**src/dvwx_pkg.sv**
```systemverilog
// Package for the Devanagari UTF-8 to WX transliteration unit.
// Holds byte and index constants, the WX letter ROM and the queue entry types.
// No dependencies.
`default_nettype none

package dvwx_pkg;

  localparam logic [7:0] PAGE_LOW   = 8'hA4;
  localparam logic [7:0] PAGE_HIGH  = 8'hA5;
  localparam logic [7:0] LEAD_DEV   = 8'hE0;
  localparam logic [7:0] CONT_BASE  = 8'h80;

  localparam logic [6:0] IDX_CONS_LO  = 7'd21;
  localparam logic [6:0] IDX_CONS_HI  = 7'd57;
  localparam logic [6:0] IDX_NUKTA    = 7'd60;
  localparam logic [6:0] IDX_VOWEL_LO = 7'd62;
  localparam logic [6:0] IDX_VOWEL_HI = 7'd76;
  localparam logic [6:0] IDX_HALANT   = 7'd77;
  localparam logic [6:0] IDX_A5_LO    = 7'd96;
  localparam logic [6:0] IDX_A5_HI    = 7'd111;
  localparam logic [6:0] ROM_SIZE     = 7'd112;

  localparam logic [7:0] CH_SPACE = 8'h20;
  localparam logic [7:0] CH_A     = 8'h61;
  localparam logic [7:0] CH_NUKTA = 8'h5A;

  localparam int MAX_OUT = 4;

  localparam logic [7:0] WX_ROM [112] = '{
    8'h20, 8'h7A, 8'h4D, 8'h48, 8'h20, 8'h61, 8'h41, 8'h69,
    8'h49, 8'h75, 8'h55, 8'h71, 8'h4C, 8'h20, 8'h20, 8'h65,
    8'h45, 8'h20, 8'h20, 8'h6F, 8'h4F, 8'h6B, 8'h4B, 8'h67,
    8'h47, 8'h66, 8'h63, 8'h43, 8'h6A, 8'h4A, 8'h46, 8'h74,
    8'h54, 8'h64, 8'h44, 8'h4E, 8'h77, 8'h57, 8'h78, 8'h58,
    8'h6E, 8'h6E, 8'h70, 8'h50, 8'h62, 8'h42, 8'h6D, 8'h79,
    8'h72, 8'h72, 8'h6C, 8'h20, 8'h20, 8'h76, 8'h53, 8'h52,
    8'h73, 8'h68, 8'h20, 8'h20, 8'h5A, 8'h20, 8'h41, 8'h69,
    8'h49, 8'h75, 8'h55, 8'h71, 8'h51, 8'h20, 8'h20, 8'h65,
    8'h45, 8'h20, 8'h20, 8'h6F, 8'h4F, 8'h20, 8'h20, 8'h60,
    8'h27, 8'h20, 8'h20, 8'h20, 8'h20, 8'h20, 8'h20, 8'h20,
    8'h20, 8'h20, 8'h20, 8'h20, 8'h20, 8'h20, 8'h20, 8'h20,
    8'h51, 8'h20, 8'h20, 8'h20, 8'h2E, 8'h2E, 8'h30, 8'h31,
    8'h32, 8'h33, 8'h34, 8'h35, 8'h36, 8'h37, 8'h38, 8'h39
  };

  function automatic logic [7:0] wx_letter(input logic [6:0] idx);
    logic [7:0] c;
    c = CH_SPACE;
    if (idx < ROM_SIZE) begin
      c = WX_ROM[idx];
    end
    return c;
  endfunction

  typedef struct packed {
    logic [MAX_OUT-1:0][7:0] chars;
    logic [1:0]              last;
  } entry_t;

  typedef struct packed {
    logic   valid;
    entry_t entry;
  } push_t;

  typedef struct packed {
    logic   valid;
    entry_t entry;
  } head_t;

endpackage

`default_nettype wire

```
**src/dvwx_in_if.sv**
```systemverilog
// Input byte channel: valid/ready handshake carrying one UTF-8 byte.
// No dependencies.
`default_nettype none

interface dvwx_in_if;
  logic       valid;
  logic       ready;
  logic [7:0] in_byte;

  modport source (output valid, output in_byte, input ready);
  modport sink   (input valid, input in_byte, output ready);
endinterface

`default_nettype wire

```
**src/dvwx_out_if.sv**
```systemverilog
// Output character channel: valid/ready handshake carrying one result byte.
// No dependencies.
`default_nettype none

interface dvwx_out_if;
  logic       valid;
  logic       ready;
  logic [7:0] out_char;
  logic       run_last;

  modport source (output valid, output out_char, output run_last, input ready);
  modport sink   (input valid, input out_char, input run_last, output ready);
endinterface

`default_nettype wire

```
**src/devanagari_utf8_to_wx_translit_unit.sv**
```systemverilog
// Devanagari UTF-8 to WX transliteration unit, top level.
// Front end is combinational; the queue and the back-end output stage are registered.
// Throughput: one byte per cycle while the queue is not full.
// The entry queue of QUEUE_DEPTH entries decouples input from output stalls.
// Reset: synchronous on rst; clears group and vowel state and empties the queue.
// Depends on dvwx_pkg, dvwx_in_if, dvwx_out_if, dvwx_front, dvwx_queue, dvwx_back.
`default_nettype none

module devanagari_utf8_to_wx_translit_unit #(
  parameter int QUEUE_DEPTH = 4
) (
  input  wire logic   clk,
  input  wire logic   rst,
  dvwx_in_if.sink     in_item,
  dvwx_out_if.source  out_item
);

  dvwx_pkg::push_t push;
  dvwx_pkg::head_t head;
  logic            full;
  logic            pop;

  assign in_item.ready = !full;

  dvwx_front u_front (
    .clk     (clk),
    .rst     (rst),
    .valid   (in_item.valid),
    .in_byte (in_item.in_byte),
    .accept  (!full),
    .push    (push)
  );

  dvwx_queue #(
    .DEPTH (QUEUE_DEPTH)
  ) u_queue (
    .clk  (clk),
    .rst  (rst),
    .push (push),
    .full (full),
    .head (head),
    .pop  (pop)
  );

  dvwx_back u_back (
    .clk      (clk),
    .rst      (rst),
    .head     (head),
    .pop      (pop),
    .valid    (out_item.valid),
    .out_char (out_item.out_char),
    .run_last (out_item.run_last),
    .ready    (out_item.ready)
  );

endmodule

`default_nettype wire

```
**src/dvwx_front.sv**
```systemverilog
// Front end: tracks group position and pending vowel, classifies each byte
// into a queue entry of up to four result characters. Uses dvwx_pkg.
`default_nettype none

module dvwx_front (
  input  wire logic          clk,
  input  wire logic          rst,
  input  wire logic          valid,
  input  wire logic [7:0]    in_byte,
  input  wire logic          accept,
  output dvwx_pkg::push_t    push
);

  logic [1:0] group_position, group_position_next;
  logic [7:0] lead_byte, lead_byte_next;
  logic [7:0] middle_byte, middle_byte_next;
  logic       vowel_pending, vowel_pending_next;
  logic       after_nukta, after_nukta_next;

  logic                              dev;
  logic [6:0]                        idx;
  logic                              do_fresh;
  logic [2:0]                        cnt;
  logic [dvwx_pkg::MAX_OUT-1:0][7:0] chars;

  assign dev = (lead_byte == dvwx_pkg::LEAD_DEV) &&
               ((middle_byte == dvwx_pkg::PAGE_LOW) || (middle_byte == dvwx_pkg::PAGE_HIGH)) &&
               (in_byte[7:6] == dvwx_pkg::CONT_BASE[7:6]);
  assign idx = {middle_byte == dvwx_pkg::PAGE_HIGH, in_byte[5:0]};

  always_comb begin
    group_position_next = group_position;
    lead_byte_next      = lead_byte;
    middle_byte_next    = middle_byte;
    vowel_pending_next  = vowel_pending;
    after_nukta_next    = after_nukta;
    do_fresh            = 1'b0;
    cnt                 = 3'd0;
    chars               = '0;

    unique case (group_position)
      2'd1: begin
        middle_byte_next    = in_byte;
        group_position_next = 2'd2;
      end
      2'd2: begin
        group_position_next = 2'd0;
        if (vowel_pending) begin
          if (dev && idx >= dvwx_pkg::IDX_VOWEL_LO && idx <= dvwx_pkg::IDX_VOWEL_HI) begin
            chars[cnt[1:0]]    = dvwx_pkg::wx_letter(idx);
            cnt                = cnt + 3'd1;
            vowel_pending_next = 1'b0;
            after_nukta_next   = 1'b0;
          end else if (dev && idx == dvwx_pkg::IDX_HALANT) begin
            vowel_pending_next = 1'b0;
            after_nukta_next   = 1'b0;
          end else if (dev && idx == dvwx_pkg::IDX_NUKTA && !after_nukta) begin
            chars[cnt[1:0]]  = dvwx_pkg::CH_NUKTA;
            cnt              = cnt + 3'd1;
            after_nukta_next = 1'b1;
          end else begin
            chars[cnt[1:0]]    = dvwx_pkg::CH_A;
            cnt                = cnt + 3'd1;
            vowel_pending_next = 1'b0;
            after_nukta_next   = 1'b0;
            do_fresh           = 1'b1;
          end
        end else begin
          do_fresh = 1'b1;
        end
      end
      default: begin
        if (in_byte == 8'h00) begin
          // NUL: drop
        end else if (in_byte[7] == 1'b0) begin
          if (vowel_pending) begin
            chars[cnt[1:0]]    = dvwx_pkg::CH_A;
            cnt                = cnt + 3'd1;
            vowel_pending_next = 1'b0;
            after_nukta_next   = 1'b0;
          end
          chars[cnt[1:0]] = in_byte;
          cnt             = cnt + 3'd1;
        end else begin
          lead_byte_next      = in_byte;
          group_position_next = 2'd1;
        end
      end
    endcase

    if (do_fresh) begin
      if (!dev) begin
        chars[cnt[1:0]] = lead_byte;
        cnt             = cnt + 3'd1;
        chars[cnt[1:0]] = middle_byte;
        cnt             = cnt + 3'd1;
        chars[cnt[1:0]] = in_byte;
        cnt             = cnt + 3'd1;
      end else if (middle_byte == dvwx_pkg::PAGE_LOW) begin
        chars[cnt[1:0]] = dvwx_pkg::wx_letter(idx);
        cnt             = cnt + 3'd1;
        if (idx >= dvwx_pkg::IDX_CONS_LO && idx <= dvwx_pkg::IDX_CONS_HI) begin
          vowel_pending_next = 1'b1;
        end
      end else if (idx >= dvwx_pkg::IDX_A5_LO && idx <= dvwx_pkg::IDX_A5_HI) begin
        chars[cnt[1:0]] = dvwx_pkg::wx_letter(idx);
        cnt             = cnt + 3'd1;
      end
    end

    push.valid       = valid && accept && (cnt != 3'd0);
    push.entry.chars = chars;
    push.entry.last  = 2'(cnt - 3'd1);
  end

  always_ff @(posedge clk) begin
    if (rst) begin
      group_position <= 2'd0;
      lead_byte      <= 8'h00;
      middle_byte    <= 8'h00;
      vowel_pending  <= 1'b0;
      after_nukta    <= 1'b0;
    end else if (valid && accept) begin
      group_position <= group_position_next;
      lead_byte      <= lead_byte_next;
      middle_byte    <= middle_byte_next;
      vowel_pending  <= vowel_pending_next;
      after_nukta    <= after_nukta_next;
    end
  end

endmodule

`default_nettype wire

```
**src/dvwx_queue.sv**
```systemverilog
// Entry queue between front and back ends: a small circular buffer.
// Uses dvwx_pkg.
`default_nettype none

module dvwx_queue #(
  parameter int DEPTH = 4
) (
  input  wire logic         clk,
  input  wire logic         rst,
  input  dvwx_pkg::push_t   push,
  output logic              full,
  output dvwx_pkg::head_t   head,
  input  wire logic         pop
);

  localparam int PTR_W = (DEPTH > 2) ? $clog2(DEPTH) : 1;
  localparam int CNT_W = $clog2(DEPTH + 1);

  dvwx_pkg::entry_t store [DEPTH];
  logic [PTR_W-1:0] wr_ptr;
  logic [PTR_W-1:0] rd_ptr;
  logic [CNT_W-1:0] count;
  logic             do_push;
  logic             do_pop;

  assign full       = (count == CNT_W'(DEPTH));
  assign head.valid = (count != '0);
  assign head.entry = store[rd_ptr];
  assign do_push    = push.valid && !full;
  assign do_pop     = pop && head.valid;

  always_ff @(posedge clk) begin
    if (do_push) begin
      store[wr_ptr] <= push.entry;
    end
  end

  always_ff @(posedge clk) begin
    if (rst) begin
      wr_ptr <= '0;
      rd_ptr <= '0;
      count  <= '0;
    end else begin
      if (do_push) begin
        wr_ptr <= (wr_ptr == PTR_W'(DEPTH - 1)) ? '0 : wr_ptr + PTR_W'(1);
      end
      if (do_pop) begin
        rd_ptr <= (rd_ptr == PTR_W'(DEPTH - 1)) ? '0 : rd_ptr + PTR_W'(1);
      end
      if (do_push && !do_pop) begin
        count <= count + CNT_W'(1);
      end else if (do_pop && !do_push) begin
        count <= count - CNT_W'(1);
      end
    end
  end

endmodule

`default_nettype wire

```
**src/dvwx_back.sv**
```systemverilog
// Back end: steps through the characters of the head entry, one per cycle unless
// the output is stalled, into a registered output stage. Uses dvwx_pkg.
`default_nettype none

module dvwx_back (
  input  wire logic        clk,
  input  wire logic        rst,
  input  dvwx_pkg::head_t  head,
  output logic             pop,
  output logic             valid,
  output logic [7:0]       out_char,
  output logic             run_last,
  input  wire logic        ready
);

  logic [1:0] pos;
  logic       load;
  logic       at_last;

  assign load    = !valid || ready;
  assign at_last = (pos == head.entry.last);
  assign pop     = load && head.valid && at_last;

  always_ff @(posedge clk) begin
    if (rst) begin
      valid <= 1'b0;
      pos   <= 2'd0;
    end else if (load) begin
      valid <= head.valid;
      if (head.valid) begin
        pos <= at_last ? 2'd0 : pos + 2'd1;
      end
    end
  end

  always_ff @(posedge clk) begin
    if (load && head.valid) begin
      out_char <= head.entry.chars[pos];
      run_last <= at_last;
    end
  end

endmodule

`default_nettype wire

```
**src/flat_wrapper.sv**
```systemverilog
// flat-port wrapper written by rule: the top's interface ports become plain ports
module devanagari_utf8_to_wx_translit_unit_flat 
#(
  parameter int QUEUE_DEPTH = 4
)
  (clk, rst, in_item_valid, in_item_in_byte, in_item_ready, out_item_valid, out_item_out_char, out_item_run_last, out_item_ready);
  dvwx_in_if in_item_i ();
  dvwx_out_if out_item_i ();
  input  wire logic clk;
  input  wire logic rst;
  input wire logic [$bits(in_item_i.valid)-1:0] in_item_valid;
  input wire logic [$bits(in_item_i.in_byte)-1:0] in_item_in_byte;
  output wire logic [$bits(in_item_i.ready)-1:0] in_item_ready;
  output wire logic [$bits(out_item_i.valid)-1:0] out_item_valid;
  output wire logic [$bits(out_item_i.out_char)-1:0] out_item_out_char;
  output wire logic [$bits(out_item_i.run_last)-1:0] out_item_run_last;
  input wire logic [$bits(out_item_i.ready)-1:0] out_item_ready;
  assign in_item_i.valid = in_item_valid;
  assign in_item_i.in_byte = in_item_in_byte;
  assign in_item_ready = in_item_i.ready;
  assign out_item_valid = out_item_i.valid;
  assign out_item_out_char = out_item_i.out_char;
  assign out_item_run_last = out_item_i.run_last;
  assign out_item_i.ready = out_item_ready;
  devanagari_utf8_to_wx_translit_unit #(.QUEUE_DEPTH(QUEUE_DEPTH)) u_core (.clk(clk), .rst(rst), .in_item(in_item_i), .out_item(out_item_i));
endmodule
```
**config.mk**
```make
export PLATFORM = sky130hd
export DESIGN_NAME = devanagari_utf8_to_wx_translit_unit_flat
export DESIGN_NICKNAME = d
export VERILOG_FILES = /design/src/dvwx_pkg.sv /design/src/dvwx_in_if.sv /design/src/dvwx_out_if.sv /design/src/devanagari_utf8_to_wx_translit_unit.sv /design/src/dvwx_front.sv /design/src/dvwx_queue.sv /design/src/dvwx_back.sv /design/src/flat_wrapper.sv
export SDC_FILE = /design/constraint.sdc
export NUM_CORES = 1
export LEC_CHECK = 0
export BUFFER_PORTS_ARGS = -buffer_cell sky130_fd_sc_hd__buf_2
export CORE_ASPECT_RATIO = 0.8
export CORE_UTILIZATION = 35
export DETAILED_ROUTE_END_ITERATION = 6
export SYNTH_ARGS = -nofsm -noshare
export SYNTH_HDL_FRONTEND = slang
export SYNTH_HIERARCHICAL = 1
export SYNTH_SLANG_ARGS = --single-unit
```
**constraint.sdc**
```tcl
create_clock -name clk -period 8.5 [get_ports clk]
set_clock_uncertainty 0.2 [all_clocks]
set_input_delay 1.7 -clock clk [delete_from_list [all_inputs] [get_ports clk]]
set_output_delay 1.7 -clock clk [all_outputs]
set_load 0.02 [all_outputs]
```
==> flow_metrics.py, run 1 <==
metrics = {
    "setup_path": {
        "crit_fanout": 17,
        "cp-start-kind": "primary input",
        "ff2ff_path_depth": 19,
        "crit_type": "in -> reg",
        "arrival_ns": 7.24,
        "cp_data_required_time_ns": 8.65,
        "r2r-start": "u_core/u_front/middle_byte[3]$_SDFFE_PP0P_",
        "endpoint_kind": "register",
        "r2r_slack_ns": 3.04,
        "cp-startpoint": "in_item_in_byte[1]",
        "reg2reg_to": "u_core/u_queue/count[2]$_SDFFE_PP0P_",
    },
    "clocking": {
        "insertion_delay_ns": 0.44,
        "clock-sinks": 177,
        "ctsLongestPathBuffers": 2,
        "clk_pin_slew_ns": 0.07,
        "cts_buffers": 17,
        "cts_resized": 0,
        "cts_tree": "yes",
        "h-tree-depth": 4,
        "hold_buffers": 0,
        "root_buffer": "clkbuf_16",
        "post-cts-setup-buffers": 0,
    },
    "synth": {
        "ys_ff_latch": 177,
        "postSynthAreaPerCell_sq_um": 11.3,
        "syn-num-nets": 923,
        "synth_xor_area_frac": 0.00602,
        "ys_top_cells_by_area": "edfxtp_1, mux4_2, dfxtp_1",
        "synth_compound_area_frac": 0.162,
        "async_flop_share": 0,
        "synth_flop_cell": "edfxtp_1",
        "ys_warn_count": 6,
        "synth_top_family_by_area": "compound AO/OA/AOI/OAI gates",
        "synthCells": 886,
        "synthSimpleGateAreaFrac": 0.135,
        "synth_edf_count": 145,
        "synth_area_sq_um": 9970,
        "yosysSeqAreaShare": 0.501,
        "yosysTopAreaCell": "edfxtp_1",
        "synth_fa_ha_area_frac": 0.0331,
        "synth.area.mux_share": 0.116,
        "synthDistinctLibCells": 90,
        "synth_top_area_frac": 0.437,
    },
    "drt": {
        "drtIter0Drc": 835,
        "ant_nets": 0,
        "viasPerCell": 5.95,
        "routedWlPerCell_microns": 21.9,
        "num_vias": 7385,
        "drt-pass1-iter-count": 5,
        "routed_wl_microns": 27200,
        "drc_errors": 0,
    },
    "finish": {
        "final_layout_size_suffix_gt1_frac": 0.156,
        "nets": 901,
        "final_common_cell": "edfxtp_1",
        "syn_to_final_growth_pct": 9.10,
        "final_area_sq_um": 10900,
        "most-common-layout-cells": "edfxtp_1, nand2_1, a21oi_1",
        "num_antenna_cells": 0,
        "final-instance-count-excl-fill": 1241,
    },
    "global_route": {
        "busiest_layer": "met1",
        "grt_first_pass_wirelength_microns": 41800,
        "grt_util_met1": 0.297,
        "grtUsageTotal": 0.191,
        "grt.met2_usage": 0.267,
        "antenna_found_initial": 0,
        "grt_remaining_overflow": 0,
        "grt_use_met3": 0.0404,
        "grt_max_degree": 37,
        "grt_pass1_vias": 6752,
    },
    "min_path": {
        "min_path_type": "reg -> reg",
        "hp-start": "u_core/u_queue/rd_ptr[0]$_SDFFE_PP0P_",
        "hold-path-cell-count": 2,
    },
    "die": {
        "num_rows": 54,
        "start_util": 0.361,
        "ios": 23,
        "core_sq_um": 27600,
        "fp.dieW_microns": 191,
        "fp.dieArea_sq_um": 29200,
        "die_y_microns": 153,
    },
    "pwr": {
        "power_per_cell_area_nw_per_um2": 234,
        "p_sw_frac": 0.332,
        "pwr-share-comb": 0.255,
        "seqPwrFrac": 0.442,
        "fin_total_pwr_uw": 2550,
        "switching_power_uw": 847,
        "irDropWorstVdd_uv": 161,
        "p_int_uw": 1700,
        "p_leak_uw": 0.00362,
        "pwr-share-clk": 0.304,
    },
    "flow_run": {
        "max_cap_violations": 0,
    },
    "place": {
        "port_buffers": 22,
        "place.gp.congestion": 1.02,
        "dpl_cell_area_sq_um": 10300,
        "hpwl_microns": 18600,
        "dpl.cell_count": 1209,
    },
    "sta": {
        "layout_min_cycle_time_ns": 7.09,
        "hold_ws_ns": 0.291,
        "final-setup-viol-count": 0,
        "fmax_ghz": 0.141,
        "fin_tns_setup_ns": 0,
        "grt_setup_unrepaired": "no",
        "worstMarginPinSlew_ns": 0.952,
        "finalMaxSlewViolations": 0,
        "fin_crit_sh": 0.834,
        "slew_headroom": 0.358,
        "finalHoldViolCount": 0,
    },
    "run_status": {
        "status": "completed",
    },
}
==> registers in the layout, indices dropped and copies added (netlist names), named ones only <==
signal                         cells
u_core/u_back/valid                1
u_core/u_queue/wr_ptr              2
u_core/u_back/run_last             1
u_core/u_front/vowel_pending       1
u_core/u_front/after_nukta         1
u_core/u_front/lead_byte           8
u_core/u_queue/count               3
u_core/u_front/middle_byte         8
u_core/u_queue/store             136
u_core/u_back/pos                  2
u_core/u_back/out_char             8
u_core/u_queue/rd_ptr              2
u_core/u_front/group_position      2
==> per-layer routing <==
metal  vias to the layer above  share of wire  wire length, microns
met3                        27          0.076                  2070
met1                      3665           0.49                 13300
met2                       337           0.42                 11500
li1                       3356              -                     -
met4                         0          0.011                   308
met5                         -              0                     0
==> metrics by stage <==
stage               utilization  setup WS [ns]
finish                    0.394           1.41
global route              0.394           1.13
CTS                       0.394           1.50
detailed placement        0.372           1.09
global placement          0.372           1.24
floorplan                     -           1.25
==> power by group through the flow <==
stage | clock [uW] | combinational [uW] | sequential [uW]
floorplan | 0 | 453 | 1150
global placement | 0 | 640 | 1140
detailed placement | 0 | 642 | 1150
CTS | 791 | 645 | 1130
global route | 819 | 705 | 1140
finish | 773 | 648 | 1130
==> worst max-delay path: stages <==
cell and delay, ns:
buf_2 0.22, clkinv_1 0.27, ha_1 0.54, or3b_2 0.56, o31a_1 0.40, nand2b_1 0.25
o21ai_2 0.14, ha_1 0.32, nor2_1 0.10, a211oi_1 0.06, a211oi_1 0.18, nor2_1 0.09
ha_1 0.19, nand2_1 0.06, o21ai_0 0.08, a21oi_1 0.35, bufinv_8 0.26, nor2_2 0.14
ha_1 0.20, inv_1 0.06, fa_1 0.38, xor2_1 0.18, or3_1 0.32, a21oi_1 0.16
==> cell usage after synthesis (all sizes together) (3+ instances only) <==
| cell type | n |
|---|---|
| clkbuf | 51 |
| inv | 23 |
| nor4b | 3 |
| a211oi | 22 |
| xor2 | 4 |
| a22oi | 6 |
| o311ai | 7 |
| nand4 | 6 |
| or3 | 5 |
| edfxtp | 145 |
| nand2 | 101 |
| clkinv | 6 |
| o221ai | 6 |
| nor2b | 11 |
| a2bb2oi | 3 |
| o21a | 5 |
| o2bb2ai | 4 |
| nand2b | 7 |
| buf | 23 |
| a211o | 3 |
| and3 | 11 |
| and2 | 5 |
| o31ai | 10 |
| nor2 | 64 |
| a21oi | 71 |
| a21boi | 5 |
| mux2i | 13 |
| o21ai | 38 |
| ha | 24 |
| a32oi | 3 |
| a21o | 4 |
| mux4 | 44 |
| a31oi | 7 |
| nand3 | 29 |
| o211ai | 18 |
| dfxtp | 32 |
| nor4 | 4 |
| nor3 | 14 |
| o22ai | 6 |
==> area by class of cell <==
| cell class | count | area [sq um] |
|---|---|---|
| repair buffers | 33 | 193 |
| clock inverters | 15 | 160 |
| clock buffers | 17 | 425 |
| well taps | 364 | 455 |
| multi-input cells | 605 | 4520 |
| flip-flops and latches | 177 | 5000 |
| inverters | 30 | 133 |
| fillers | 2635 | 16800 |
==> worst max-delay path by stage <==
stage | end | cells past startpoint
after floorplan | u_core/u_queue/count[2]$_SDFFE_PP0P_ | 27
after CTS | u_core/u_queue/count[2]$_SDFFE_PP0P_ | 24
final | u_core/u_queue/count[2]$_SDFFE_PP0P_ | 24
after global placement | u_core/u_queue/count[2]$_SDFFE_PP0P_ | 24
after detailed placement | u_core/u_queue/count[2]$_SDFFE_PP0P_ | 24
after global routing | u_core/u_queue/count[2]$_SDFFE_PP0P_ | 24
==> kinds of logic after synthesis <==
kind of cell,Yosys count
compound gates,239
buf+inv,104
fa+ha+maj,26
flops,177
xor+xnor,6
simple gates,275
mux,59
No activity file was read; power rests on OpenSTA's default activity.
==> run 2, diff against run 1 <==
==> constraint.sdc (replaced) <==
create_clock -name clk -period 6.2 [get_ports clk]
set_clock_uncertainty 0.2 [all_clocks]
set_input_delay 1.24 -clock clk [delete_from_list [all_inputs] [get_ports clk]]
set_output_delay 1.24 -clock clk [all_outputs]
set_load 0.02 [all_outputs]
==> run 2 against run 1 <==
Net effect:
- final area is 2.0% higher
- flip-flop and latch count is the same
- first-iteration DRC count up 14%
- cell count up 2.3%
- worst hold slack better by 0.011 ns
- combinational power rose by 39%
- critical path depth stayed put
- register-to-register slack worse by 2.1 ns
- worst setup slack got worse by 0.77 ns
- non-clock buffer count grew 28
- core utilization up 0.78 points
- die area is the same
- largest cell class unchanged
- largest power group unchanged
==> flow_metrics.py, run 2 (synthesis results as in run 1) <==
metrics = {
    "run_status": {
        "status": "completed",
    },
    "clocking": {
        "hold_buffers": 0,
        "cts_tree": "yes",
        "h-tree-depth": 4,
        "cts_buffers": 17,
        "cts_resized": 0,
        "post-cts-setup-buffers": 0,
        "clock-sinks": 177,
        "root_buffer": "clkbuf_16",
        "clk_pin_slew_ns": 0.06,
        "ctsLongestPathBuffers": 2,
        "insertion_delay_ns": 0.43,
    },
    "drt": {
        "drtIter0Drc": 950,
        "routed_wl_microns": 27800,
        "drc_errors": 0,
        "num_vias": 7378,
        "viasPerCell": 5.81,
        "ant_nets": 0,
        "drt-pass1-iter-count": 5,
        "routedWlPerCell_microns": 21.9,
    },
    "global_route": {
        "grtUsageTotal": 0.195,
        "antenna_found_initial": 0,
        "grt_pass1_vias": 6967,
        "grt_first_pass_wirelength_microns": 42800,
        "grt_max_degree": 38,
        "grt_remaining_overflow": 0,
    },
    "sta": {
        "finalHoldViolCount": 0,
        "worstMarginPinSlew_ns": 0.949,
        "finalMaxSlewViolations": 0,
        "final-setup-viol-count": 0,
        "fin_crit_sh": 0.897,
        "fmax_ghz": 0.180,
        "fin_tns_setup_ns": 0,
        "grt_setup_unrepaired": "no",
        "layout_min_cycle_time_ns": 5.56,
        "worst_slack_ns": 0.641,
        "hold_ws_ns": 0.302,
        "slew_headroom": 0.367,
    },
    "pwr": {
        "seqPwrFrac": 0.445,
        "irDropWorstVdd_uv": 206,
        "switching_power_uw": 1100,
        "p_int_uw": 2410,
        "fin_total_pwr_uw": 3510,
        "pwr-share-comb": 0.257,
        "power_per_cell_area_nw_per_um2": 316,
        "p_sw_frac": 0.314,
        "pwr-share-clk": 0.299,
        "p_leak_uw": 0.00375,
    },
    "die": {
        "fp.dieArea_sq_um": 29200,
        "start_util": 0.361,
        "core_sq_um": 27600,
        "ios": 23,
        "die_y_microns": 153,
        "num_rows": 54,
        "fp.dieW_microns": 191,
    },
    "place": {
        "place.gp.congestion": 0.951,
        "pre_cts_ws_ns": 0.237,
        "hpwl_microns": 19400,
        "port_buffers": 22,
        "dpl.cell_count": 1237,
    },
    "setup_path": {
        "r2r_slack_ns": 0.92,
        "crit_type": "in -> reg",
        "slowest_stage": "or3b_2",
        "path_cells": "buf_2 -> clkinv_1 -> ha_2 -> or3b_2 -> o31a_1 -> nand2b_4 -> o21ai_4 -> ha_1 -> nor2_1 -> a211oi_1 -> a211oi_1 -> nor2_1 -> ha_1 -> nand2_1 -> o21ai_0 -> a21oi_2 -> bufinv_8 -> nor2_2 -> ha_1 -> inv_1 -> fa_1 -> xor2_1 -> or3_1 -> a21oi_1",
        "critical_path.top_delay_family": "simple AND/OR/NAND/NOR gates",
        "cp_data_required_time_ns": 6.35,
        "endpoint_kind": "register",
        "critPathBufInv": 4,
        "crit_fanout": 7,
        "cp-start-kind": "primary input",
        "slowest_delay_ns": 0.48,
        "arrival_ns": 5.71,
        "path_common_cell": "ha_1",
    },
    "finish": {
        "largest-register": "u_core/u_queue/store",
        "syn_to_final_growth_pct": 11.3,
        "final_layout_size_suffix_gt1_frac": 0.182,
        "final_common_cell": "edfxtp_1",
        "final-instance-count-excl-fill": 1269,
        "multiInputGateArea_sq_um": 4540,
        "regArea_sq_um": 5000,
        "fillerInstances": 2611,
        "most-common-layout-cells": "edfxtp_1, nand2_1, a21oi_1",
        "largest_reg_flops": 136,
        "num_antenna_cells": 0,
        "nets": 929,
    },
    "min_path": {
        "min_path_type": "reg -> reg",
    },
    "flow_run": {
        "max_cap_violations": 0,
    },
}
[run 2: changes by cell type in the layout (fill, tap and decap cells not counted), moves of 2 or more]
cell	delta
buf_4	+28
bufinv_16	+2
clkbuf_1	+4
clkinv_2	+3
clkinv_4	-2
clkinv_8	-2
inv_8	-2
[run 2: cell type report]
class / count / area share
flip-flops and latches: 177 / 0.450
multi-input cells: 605 / 0.409
inverters: 30 / 0.0121
well taps: 364 / 0.0410
clock buffers: 21 / 0.0397
clock inverters: 11 / 0.0116
repair buffers: 61 / 0.0363
[run 2: path summary, 6_finish.rpt]
check,end,start,cells after the start
worst max-delay path,u_core/u_queue/count[2]$_SDFFE_PP0P_,in_item_in_byte[1],24
worst min-delay path,register,u_core/u_queue/rd_ptr[0]$_SDFFE_PP0P_,2
worst max register to register,u_core/u_queue/count[2]$_SDFFE_PP0P_,u_core/u_front/middle_byte[5]$_SDFFE_PP0P_,19
worst min register to register,register,u_core/u_queue/rd_ptr[0]$_SDFFE_PP0P_,2
[run 2: metrics by stage]
stage,utilization,cell area [sq um]
finish,0.402,11100
global route,0.402,11100
CTS,0.402,11100
detailed placement,0.381,10500
global placement,0.381,10500
floorplan,-,10000
[run 2: power groups by stage]
stage                     Combinational, uW  Clock (uW)  Sequential (uW)
final                                   901        1050             1560
after detailed placement                891           0             1590
after CTS                               894        1080             1560
after global placement                  882           0             1580
after global routing                    976        1120             1580
after floorplan                         631           0             1580
[run 2: layer usage]
layer	up-vias	GRT usage	routed length [microns]
met5	-	0	0
li1	3399	-	-
met3	39	0.0485	2360
met4	0	0.0560	407
met2	347	0.275	11900
met1	3593	0.292	13200
[run 2: worst reg2reg max path, stage by stage (launching register included)]
cell and delay [ns]:
dfxtp_1 0.52, nor4b_4 0.34, nand4_2 0.50, mux2_4 0.54, o211ai_2 0.19, nand2_1 0.22
a211oi_1 0.30, nor2_1 0.10, ha_1 0.21, nand2_1 0.07, o21ai_0 0.09, a21oi_2 0.26
bufinv_8 0.24, nor2_2 0.13, ha_1 0.20, inv_1 0.06, fa_1 0.37, xor2_1 0.18
or3_1 0.32, a21oi_1 0.15
